### src/hw/rtl/lab_pkg.sv
package lab_pkg;

   localparam int unsigned CH_W = 16;          // input channel width
   localparam int unsigned T_W = 17;           // Q16 tristimulus, 65536 = 1.0
   localparam int unsigned ROOT_STAGES = T_W;  // one root bit per stage
   localparam int unsigned L_W = 15;
   localparam int unsigned AB_W = 16;
   localparam int unsigned LIN_L_W = 11;

   // matrix rows with the white point folded in, Q16 over full scale
   localparam logic [15:0] KX_R = 16'd28440;
   localparam logic [15:0] KX_G = 16'd24656;
   localparam logic [15:0] KX_B = 16'd12441;
   localparam logic [15:0] KY_R = 16'd13938;
   localparam logic [15:0] KY_G = 16'd46869;
   localparam logic [15:0] KY_B = 16'd4730;
   localparam logic [15:0] KZ_R = 16'd1164;
   localparam logic [15:0] KZ_G = 16'd7174;
   localparam logic [15:0] KZ_B = 16'd57193;

   localparam logic [T_W-1:0] KNEE = 17'd580;
   localparam logic [18:0] SLOPE = 19'd510329;
   localparam logic [T_W-1:0] OFFSET = 17'd9039;
   localparam logic [17:0] LIN_L = 18'd231245;
   localparam int signed L_MAX = 25600;

   typedef struct packed {
      logic [2:0][T_W-1:0] lin_f;   // linear segment of f for x, y, z
      logic [2:0] above;            // t above the knee, per channel
      logic [LIN_L_W-1:0] light_lin;
   } side_type;

endpackage

### src/hw/rtl/lab_cbrt.sv
module lab_cbrt (
   input  logic clock,
   input  logic [lab_pkg::T_W-1:0] t_in,
   output logic [lab_pkg::T_W-1:0] root
);

   localparam int unsigned N = lab_pkg::ROOT_STAGES;

   logic [lab_pkg::T_W-1:0] t_ff [N];
   logic [lab_pkg::T_W-1:0] f_ff [N];
   logic [35:0] f2_ff [N];
   logic [51:0] f3_ff [N];

   // restoring cube root, one result bit per stage; square and cube kept running
   for (genvar i = 0; i < N; i++) begin : g_stage
      localparam int K = N - 1 - i;
      logic [lab_pkg::T_W-1:0] t_src;
      logic [lab_pkg::T_W-1:0] f_src;
      logic [35:0] f2_src;
      logic [51:0] f3_src;
      logic [lab_pkg::T_W-1:0] c;
      logic [35:0] c2;
      logic [51:0] c3;
      logic hit;

      if (i == 0) begin : g_first
         assign t_src = t_in;
         assign f_src = '0;
         assign f2_src = '0;
         assign f3_src = '0;
      end else begin : g_next
         assign t_src = t_ff[i-1];
         assign f_src = f_ff[i-1];
         assign f2_src = f2_ff[i-1];
         assign f3_src = f3_ff[i-1];
      end

      assign c = f_src | (lab_pkg::T_W'(1) << K);
      assign c2 = f2_src + (36'(f_src) << (K + 1)) + (36'(1) << (2 * K));
      assign c3 = f3_src + ((52'(f2_src) * 52'd3) << K)
                  + ((52'(f_src) * 52'd3) << (2 * K)) + (52'(1) << (3 * K));
      assign hit = c3 <= {3'b000, t_src, 32'b0};

      always_ff @(posedge clock) begin
         t_ff[i] <= t_src;
         if (hit) begin
            f_ff[i] <= c;
            f2_ff[i] <= c2;
            f3_ff[i] <= c3;
         end else begin
            f_ff[i] <= f_src;
            f2_ff[i] <= f2_src;
            f3_ff[i] <= f3_src;
         end
      end
   end

   assign root = f_ff[N-1];

endmodule

### config.mk
export PLATFORM = sky130hd
export DESIGN_NAME = lab_cbrt
export DESIGN_NICKNAME = d
export VERILOG_FILES = /design/src/hw/rtl/lab_pkg.sv /design/src/hw/rtl/lab_cbrt.sv
export SDC_FILE = /design/constraint.sdc
export NUM_CORES = 2
export LEC_CHECK = 0
export ABC_AREA = 1
export BUFFER_PORTS_ARGS = -buffer_cell sky130_fd_sc_hd__buf_2
export CORE_ASPECT_RATIO = 1.1
export CORE_MARGIN = 2
export CORE_UTILIZATION = 30
export DETAILED_ROUTE_END_ITERATION = 10
export SKIP_LAST_GASP = 1
export SLEW_MARGIN = 0
export SYNTH_ARGS = -nofsm -noshare
export SYNTH_HDL_FRONTEND = slang
export SYNTH_SLANG_ARGS = --single-unit
### constraint.sdc
create_clock -name clock -period 6.4 [get_ports clock]
set_input_delay 0.64 -clock clock [delete_from_list [all_inputs] [get_ports clock]]
set_output_delay 0.64 -clock clock [all_outputs]
set_load 0.01 [all_outputs]
==> reports/metrics.cfg <==
[route]
route.detailed.drc=0
vias_per_cell=4.76
routedWlPerCell_um=16.6
dr.pass1.iters=6
wirelength_mm=275
drt-initial-drc-count=3695
vias=78700
postRouteAntennaNets=0

[global_routing]
gr-usage-met2_pct=34.0
grt_max_degree=65
grt_overflow=0
gr-usage-all-layers_pct=17.4
grt_pass1_wl_mm=415
gr-usage-met3_pct=1.53
grt_pass1_vias=79300
antenna_found_initial=4
grt_busiest_layer=met2
met1_usage_pct=18.5

[synthesis]
yosysTopAreaCell=dfxtp_1
netlist_top_cells_count=nand2_1 (3073), ha_1 (1492), inv_1 (1400)
synth-edff-count=0
ys_ff_latch=1092
synth.distinct_cells=60
ys_seq_area_share_pct=25.0
yosys_warnings=0
synth_ff_type=dfxtp_1
synthCells=11800
netlist_area_sq_um=87600
post-synth-top-count-cell=nand2_1
synthArstFlopShare_pct=0
syn_area_per_cell_sq_um=7.45
synth.top_cell.area_share_pct=25.0
netlist_top_cells_area=dfxtp_1 (25%), ha_1 (21%), nand2_1 (13%)

[timing]
setup_violations=0
hold_violations=0
rsz0062_at_grt=true
fin_setup_tns_ns=0
clock_skew_ns=0.133
period_share_pct=97.5
fin_crit_ns=6.24
worst_pin_slew_ns=1.03
fin_ws_ns=0.162
fmax_mhz=160
final-max-slew-violation-count=0
relSlewSlack_pct=30.6

[worst_setup_path]
critPathKind=flop to flop
end_kind=flop
cp_num_cells=33
cpMostUsedCell=nand2_1
cp_max_fo=10
critPathBufInv=4
crit_required_ns=7.08
cp-startpoint=f2_ff[14][17]
rr_worst_depth=33
worstPathArrival_ns=6.92
start_kind=flop
timing.rr.start=f2_ff[14][17]
path_delay_family=simple AND/OR/NAND/NOR gates
slowest_stage=dfxtp_2
max_stage_delay_ns=0.36

[cts]
cts.clk_slew.worst_paths_ns=0.06
cts_buffers=142
clk_root_buffer_cell=clkbuf_16
cts_buffer_depth=4
h-tree-depth=4
cts_tree=built
cts_sinks=1092
clock_insertion_delay_worst_skew_ns=0.87

[floorplan]
fp.dieW_um=519
die-area_sq_um=296000
core_region_area_sq_um=291000
ioPinCount=35
die_h_um=571
initial_core_util_pct=30.1
num_rows=208

[placement]
dp_hpwl_mm=224
place_inst=16200
port_buffers=34
gp_congestion=0.958
post-place-ws_ns=-0.604

[layout]
area_delta_synth_final_pct=20.4
fin_cells=16500
utilization_pct=36.2
layout.nets=14300
drive_gt1_share_pct=11.5

[min_path]
holdPathStages=0
hold_class=flop to flop
worstHoldStart=t_ff[0][15]

[status]
outcome=complete, no violations

[run]
drv_cap=0

final cells by class:
class / count / area [sq um]
fill: 30500 / 186000
timing repair buffer: 825 / 7110
antenna: 7 / 17.5
clock inverter: 49 / 744
inverter: 1409 / 5300
multi-input combinational: 9079 / 61600
sequential: 1092 / 21900
tap: 3885 / 4860
clock buffer: 186 / 3980
state kept, by name, summed over array words and instances (netlist names):
| signal | count |
|---|---|
| f_ff | 138 |
| f2_ff | 274 |
| f3_ff | 408 |
| t_ff | 272 |
layer usage:
metal / routed length [um] / up-vias
met5: 0 / -
met4: 16700 / 0
met3: 7010 / 667
met2: 145000 / 1444
met1: 106000 / 36200
li1: - / 40400
final timing paths:
kind                   end  slack [ns]
max reg2reg  f2_ff[15][14]        0.16
min reg2reg    t_ff[0][32]        0.31
min            t_ff[0][32]        0.31
max          f2_ff[15][14]        0.16
placed cells by master (no fill, tap or decap), drive strengths merged, types with 64 or more instances in the layout:
master / synthesis / final
fa: 205 / 205
nand2: 3076 / 3078
dfxtp: 1092 / 1092
inv: 1406 / 1408
nor2: 695 / 695
buf: 122 / 790
clkbuf: 71 / 204
a21o: 71 / 71
a21oi: 857 / 857
xor2: 552 / 552
o21ai: 400 / 400
ha: 1492 / 1492
nand3: 742 / 743
xnor2: 281 / 281
nand4: 248 / 248
o21bai: 64 / 64
nor3: 89 / 89
kinds of logic (layout without fill, tap and decap cells):
group	count (synthesis)	count (layout)	share of synthesized area (%)
adder cells (fa/ha/maj)	1697	1697	26.0
AND/OR/NAND/NOR	4956	4959	23.6
other	1	10	0.00428
buffers and inverters	1602	2469	7.15
AO/OA/AOI/OAI	1587	1587	9.98
XOR/XNOR	833	833	8.34
flip-flops	1092	1092	25.0
through the flow:
stage               cell area, sq um  hold slack [ns]
finish                        106000            0.305
detailed placement             97400            0.337
CTS                           103000            0.306
floorplan                      87600            0.323
global placement               97400            0.336
global route                  106000            0.318
repair_timing:
item,in CTS,in global routing
gates resized for setup,59,436
pin swaps,10,112
setup buffers,11,31
hold buffers,17,0
hold endpoints to repair,18,0
cloned,3,26
setup endpoints to repair,270,571
Power is left out: the tool's default activity adds up to more than one toggle a clock period on the data nets, which glitch-free logic cannot reach.
