**config.mk**
```make
export PLATFORM = sky130hd
export DESIGN_NAME = lab_matrix
export DESIGN_NICKNAME = d
export VERILOG_FILES = /design/src/hw/rtl/lab_pkg.sv /design/src/hw/rtl/lab_matrix.sv
export SDC_FILE = /design/constraint.sdc
export NUM_CORES = 2
export LEC_CHECK = 0
export ABC_AREA = 1
export BUFFER_PORTS_ARGS = -buffer_cell sky130_fd_sc_hd__buf_2
export CAP_MARGIN = 20
export CORE_AREA = 2 2 327 329
export DETAILED_ROUTE_END_ITERATION = 16
export DIE_AREA = 0 0 329 331
export PLACE_DENSITY = 0.68
export SLEW_MARGIN = 10
export SYNTH_ARGS = -nofsm -noshare
export SYNTH_HDL_FRONTEND = slang
export SYNTH_SLANG_ARGS = --single-unit
```
**constraint.sdc**
```tcl
create_clock -name clock -period 6.5 [get_ports clock]
set_input_delay 0.325 -clock clock [delete_from_list [all_inputs] [get_ports clock]]
set_output_delay 0.325 -clock clock [all_outputs]
set_load 0.05 [all_outputs]
```
**src/hw/rtl/lab_pkg.sv**
```systemverilog
package lab_pkg;

   localparam int unsigned CH_W = 16;          // input channel width
   localparam int unsigned T_W = 17;           // Q16 tristimulus, 65536 = 1.0
   localparam int unsigned ROOT_STAGES = T_W;  // one root bit per stage
   localparam int unsigned L_W = 15;
   localparam int unsigned AB_W = 16;
   localparam int unsigned LIN_L_W = 11;

   // matrix rows with the white point folded in, Q16 over full scale
   localparam logic [15:0] KX_R = 16'd28440;
   localparam logic [15:0] KX_G = 16'd24656;
   localparam logic [15:0] KX_B = 16'd12441;
   localparam logic [15:0] KY_R = 16'd13938;
   localparam logic [15:0] KY_G = 16'd46869;
   localparam logic [15:0] KY_B = 16'd4730;
   localparam logic [15:0] KZ_R = 16'd1164;
   localparam logic [15:0] KZ_G = 16'd7174;
   localparam logic [15:0] KZ_B = 16'd57193;

   localparam logic [T_W-1:0] KNEE = 17'd580;
   localparam logic [18:0] SLOPE = 19'd510329;
   localparam logic [T_W-1:0] OFFSET = 17'd9039;
   localparam logic [17:0] LIN_L = 18'd231245;
   localparam int signed L_MAX = 25600;

   typedef struct packed {
      logic [2:0][T_W-1:0] lin_f;   // linear segment of f for x, y, z
      logic [2:0] above;            // t above the knee, per channel
      logic [LIN_L_W-1:0] light_lin;
   } side_type;

endpackage

```
**src/hw/rtl/lab_matrix.sv**
```systemverilog
module lab_matrix (
   input  logic clock,
   input  logic reset,
   input  logic valid_in,
   input  logic [lab_pkg::CH_W-1:0] red,
   input  logic [lab_pkg::CH_W-1:0] green,
   input  logic [lab_pkg::CH_W-1:0] blue,
   output logic valid_out,
   output logic [2:0][lab_pkg::T_W-1:0] t_out
);

   logic [2:0][2:0][31:0] prod_ff;
   logic [2:0][31:0] prod_in [3];
   logic [2:0][lab_pkg::T_W-1:0] t_ff;
   logic [2:0][lab_pkg::T_W-1:0] t_in;
   logic [1:0] valid_ff;

   always_comb begin
      prod_in[0][0] = 32'(lab_pkg::KX_R) * 32'(red);
      prod_in[0][1] = 32'(lab_pkg::KX_G) * 32'(green);
      prod_in[0][2] = 32'(lab_pkg::KX_B) * 32'(blue);
      prod_in[1][0] = 32'(lab_pkg::KY_R) * 32'(red);
      prod_in[1][1] = 32'(lab_pkg::KY_G) * 32'(green);
      prod_in[1][2] = 32'(lab_pkg::KY_B) * 32'(blue);
      prod_in[2][0] = 32'(lab_pkg::KZ_R) * 32'(red);
      prod_in[2][1] = 32'(lab_pkg::KZ_G) * 32'(green);
      prod_in[2][2] = 32'(lab_pkg::KZ_B) * 32'(blue);
   end

   always_comb begin
      logic [33:0] sum;
      for (int i = 0; i < 3; i++) begin
         sum = 34'(prod_ff[i][0]) + 34'(prod_ff[i][1]) + 34'(prod_ff[i][2]) + 34'd32768;
         t_in[i] = sum[16 +: lab_pkg::T_W];
      end
   end

   always_ff @(posedge clock) begin
      for (int i = 0; i < 3; i++) begin
         prod_ff[i] <= prod_in[i];
      end
      t_ff <= t_in;
      if (reset) begin
         valid_ff <= '0;
      end else begin
         valid_ff <= {valid_ff[0], valid_in};
      end
   end

   assign valid_out = valid_ff[1];
   assign t_out = t_ff;

endmodule

```
==> parameters.txt <==
Parameter                              Value

Layout
  Layout net count ... between 7,000 and 8,000
  Fraction of final layout cells with drive strength greater than 1 ... under 10%
  Area growth from synthesis to layout ... 7.646%
  Non-filler cells, final ... approximately 7,400

CTS
  Max Root-Sink Buffers ... 3
  Inserted Clock Buffers ... 38
  CTS Hold Buffers Added ... 2
  Clock slew seen by the registers of the worst setup and hold paths ... ~0.06 ns
  Clock latency on the worst-skew pair ... ~0.58 ns
  Clock tree from TritonCTS ... yes
  Clock sink count ... 294
  CTS-repair resized insts ... 0
  Postcts setup bufs ... 0
  Clock tree root buffer cell ... sky130_fd_sc_hd__clkbuf_16
  Deepest level of the CTS H-tree ... 2

Synthesis
  Number of unique standard cell types used by synthesis ... 43
  Count of mapped cells out of synthesis ... 5,867
  Total nets after synthesis ... 7,434
  Count of state elements after synthesis ... 294
  Synthesized-area fraction occupied by xor and xnor cells ... between 2 and 3%
  Yosys warning count ... 0
  Post-synthesis instance area ... between 40,000 and 50,000 um^2
  Dominant synthesized flop cell ... sky130_fd_sc_hd__dfxtp_1
  Post-synthesis adder-cell area fraction ... slightly below 50%
  Post-synthesis compound-gate area fraction ... 6.165%
  Multiplexer area fraction after synthesis ... 0%
  Synthesized-area fraction occupied by and/or/nand/nor cells ... between 10% and 20%
  Post-synth EDFFs ... 0
  FFs w/ async S/R, synth ... 0%
  Combinational family with the most area after synthesis ... adder cells
  Syn_area_per_cell ... 8.005 um^2
  Share of the yosys chip area belonging to registers ... 12.53%

Critical path
  Most Frequent Cell on Critical Path ... sky130_fd_sc_hd__fa_1
  CP max stage cell ... sky130_fd_sc_hd__fa_1
  Critical path, cell by cell ... buf_2 > inv_1 > fa_1 > inv_1 > fa_1 > fa_1 > fa_1 > fa_1 > inv_1 > fa_1 > inv_1 > ha_1 > nand2_1 > inv_1 > a21oi_1 > nor2_1 > o21bai_1 > nand3_1 > nand2_1 > nand2_1
  Nature of the critical path startpoint ... primary input
  Crit-path leading delay family ... adder cells
  Data arrival time of the worst path ... around 5.5 ns
  Critical Path Sink Type ... flop
  Maximum fanout along the worst path ... 13
  Critical Path Max Stage Delay ... about 0.65 ns
  Worst EP required ... around 7.0 ns
  Classification of the worst setup path ... primary input to flop
  Buffers & Inverters on Critical Path ... 6

Routing
  Detailed-route wire length ... approximately 140,000 um
  Routed wire length per instance ... just under 20 um
  Remaining number of nets flagged by the antenna check after routing ... 0
  DRT Pass-1 Iters ... 6
  Violation count after the first detailed-routing iteration ... around 2,800
  Total vias in the final route ... 38,290
  Via density per instance ... slightly above 5
  DRC Markers ... 0

Place
  Input/output buffers ... just over 100
  Detailed-placement wirelength estimate ... around 130,000 um
  Cell count after placement ... 7,361
  GPL Wtd Cong ... around 1

GRT
  Largest net degree at the start of global routing ... 16
  Vias in the first global route ... between 30,000 and 40,000
  Wire length of the first global-routing pass ... roughly 220,000 um
  Number of antenna violations at the first check in global routing ... 17
  GRT Resource Usage Total ... 26.64%
  Remaining global-route overflow ... 0

Timing
  Time the final worst path needs with I/O delays and setup ... 5.038 ns
  Setup_tns ... 0 ns
  Tightest slew margin relative to the limit ... ~52%
  Unrepaired setup endpoints after global routing ... false
  Worst clock skew ... 0.03203 ns
  Ratio of final minimum period to clock period ... 77.51%
  Peak clock frequency supported by timing ... around 0.20 GHz
  Slew at the pin closest to its max-slew limit ... about 0.7 ns
  Final Hold Viols ... 0
  Final setup fails ... 0
  Pins Over Slew Limit ... 0

Floorplanning
  Initial standard-cell utilization of the core ... about 45%
  Die area ... around 110,000 um^2
  Core box area ... ~100,000 um^2
  Vertical extent of the die ... ~330 um
  Cell row count ... ~120
  I/O pin count ... 103
  Horiz. Die Dim ... about 330 um

Status
  Result of the run ... finished clean

Hold path
  Worst min-delay path class ... primary input to flop

Job
  Number of max-cap violations ... 0
cells in the mapped netlist (all sizes together) (36+ instances only):
cell | number | area, um^2
nand4 | 111 | 694.4
ha | 946 | 11840
a21oi | 302 | 1519
nor2 | 349 | 1353
inv | 1318 | 4947
fa | 570 | 11410
nand2 | 1255 | 4766
dfxtp | 294 | 5886
xnor2 | 36 | 315.3
o21bai | 41 | 307.8
xor2 | 116 | 1016
nor3 | 49 | 270.3
o21ai | 147 | 750.7
nand3 | 252 | 1286
metrics by stage:
step | setup WS [ns] | hold WS (ns) | instance area, um^2 | utilization [%]
after global routing | 1.211 | 0.03553 | 50550 | 48.16
after CTS | 1.503 | 0.01661 | 50550 | 48.16
after floorplan | 1.601 | 0.3527 | 46970 | -
after global placement | 0.9131 | 0.3946 | 49230 | 46.90
final | 1.462 | 0.04887 | 50560 | 48.16
after detailed placement | 0.8932 | 0.4000 | 49230 | 46.90
sequential cells by signal, indices dropped and copies added, names as in the netlist:
register	count
valid_ff	2
t_out	51
prod_ff	241
layout make-up:
type                    count  area (um^2)
clock buffers              47         1036
repair buffers            106        545.5
fillers                 10360        54410
multi-input cells        4254        36130
well taps                1391         1740
flip-flops and latches    294         5886
clock inverters            20        266.5
diodes                      3        7.507
inverters                1318         4947
cell usage in the layout (no fill, tap or decap), types with 14 or more instances in the layout:
cell type / Yosys / final
sky130_fd_sc_hd__nor2_1: 334 / 334
sky130_fd_sc_hd__nor3_1: 44 / 44
sky130_fd_sc_hd__nor2_2: 14 / 14
sky130_fd_sc_hd__nand2_1: 1233 / 1233
sky130_fd_sc_hd__ha_1: 946 / 946
sky130_fd_sc_hd__xnor2_1: 36 / 36
sky130_fd_sc_hd__o21bai_1: 41 / 41
sky130_fd_sc_hd__nand3_1: 247 / 247
sky130_fd_sc_hd__fa_1: 570 / 570
sky130_fd_sc_hd__dfxtp_1: 294 / 294
sky130_fd_sc_hd__xor2_1: 116 / 116
sky130_fd_sc_hd__nand2_2: 22 / 22
sky130_fd_sc_hd__inv_1: 1315 / 1315
sky130_fd_sc_hd__o21ai_0: 139 / 139
sky130_fd_sc_hd__buf_2: 1 / 102
sky130_fd_sc_hd__clkbuf_16: 0 / 39
sky130_fd_sc_hd__a21oi_1: 300 / 300
sky130_fd_sc_hd__nand4_1: 111 / 111
routing by layer:
metal / share of wire, % / GRT usage [%]
met5: 0.0091 / 0
met4: 2.6 / 6.690
met3: 6.1 / 2.688
met2: 45 / 43.46
met1: 46 / 37.85
path summary, 6_finish.rpt:
check	startpoint	to	slack (ns)	cells after the start
min reg2reg	valid_ff[0]	valid_ff[1]	0.41	2
max reg2reg	prod_ff[196]	t_out[49]	3.56	12
min	blue[1]	prod_ff[257]	0.05	1
max	blue[4]	prod_ff[285]	1.46	20
cell families after synthesis:
family | count (synthesis)
compound gates | 530
xor+xnor | 152
fa+ha+maj | 1516
buf+inv | 1319
flops | 294
simple gates | 2056
worst reg2reg max path, delay by kind of cell (launching register included):
kind,cells,cell delay [ns]
flops,1,0.59
simple gates,8,0.72
compound gates,1,0.41
fa+ha+maj,3,1.11
Power is left out: the tool's default activity adds up to more than one toggle a clock period on the data nets, which glitch-free logic cannot reach.
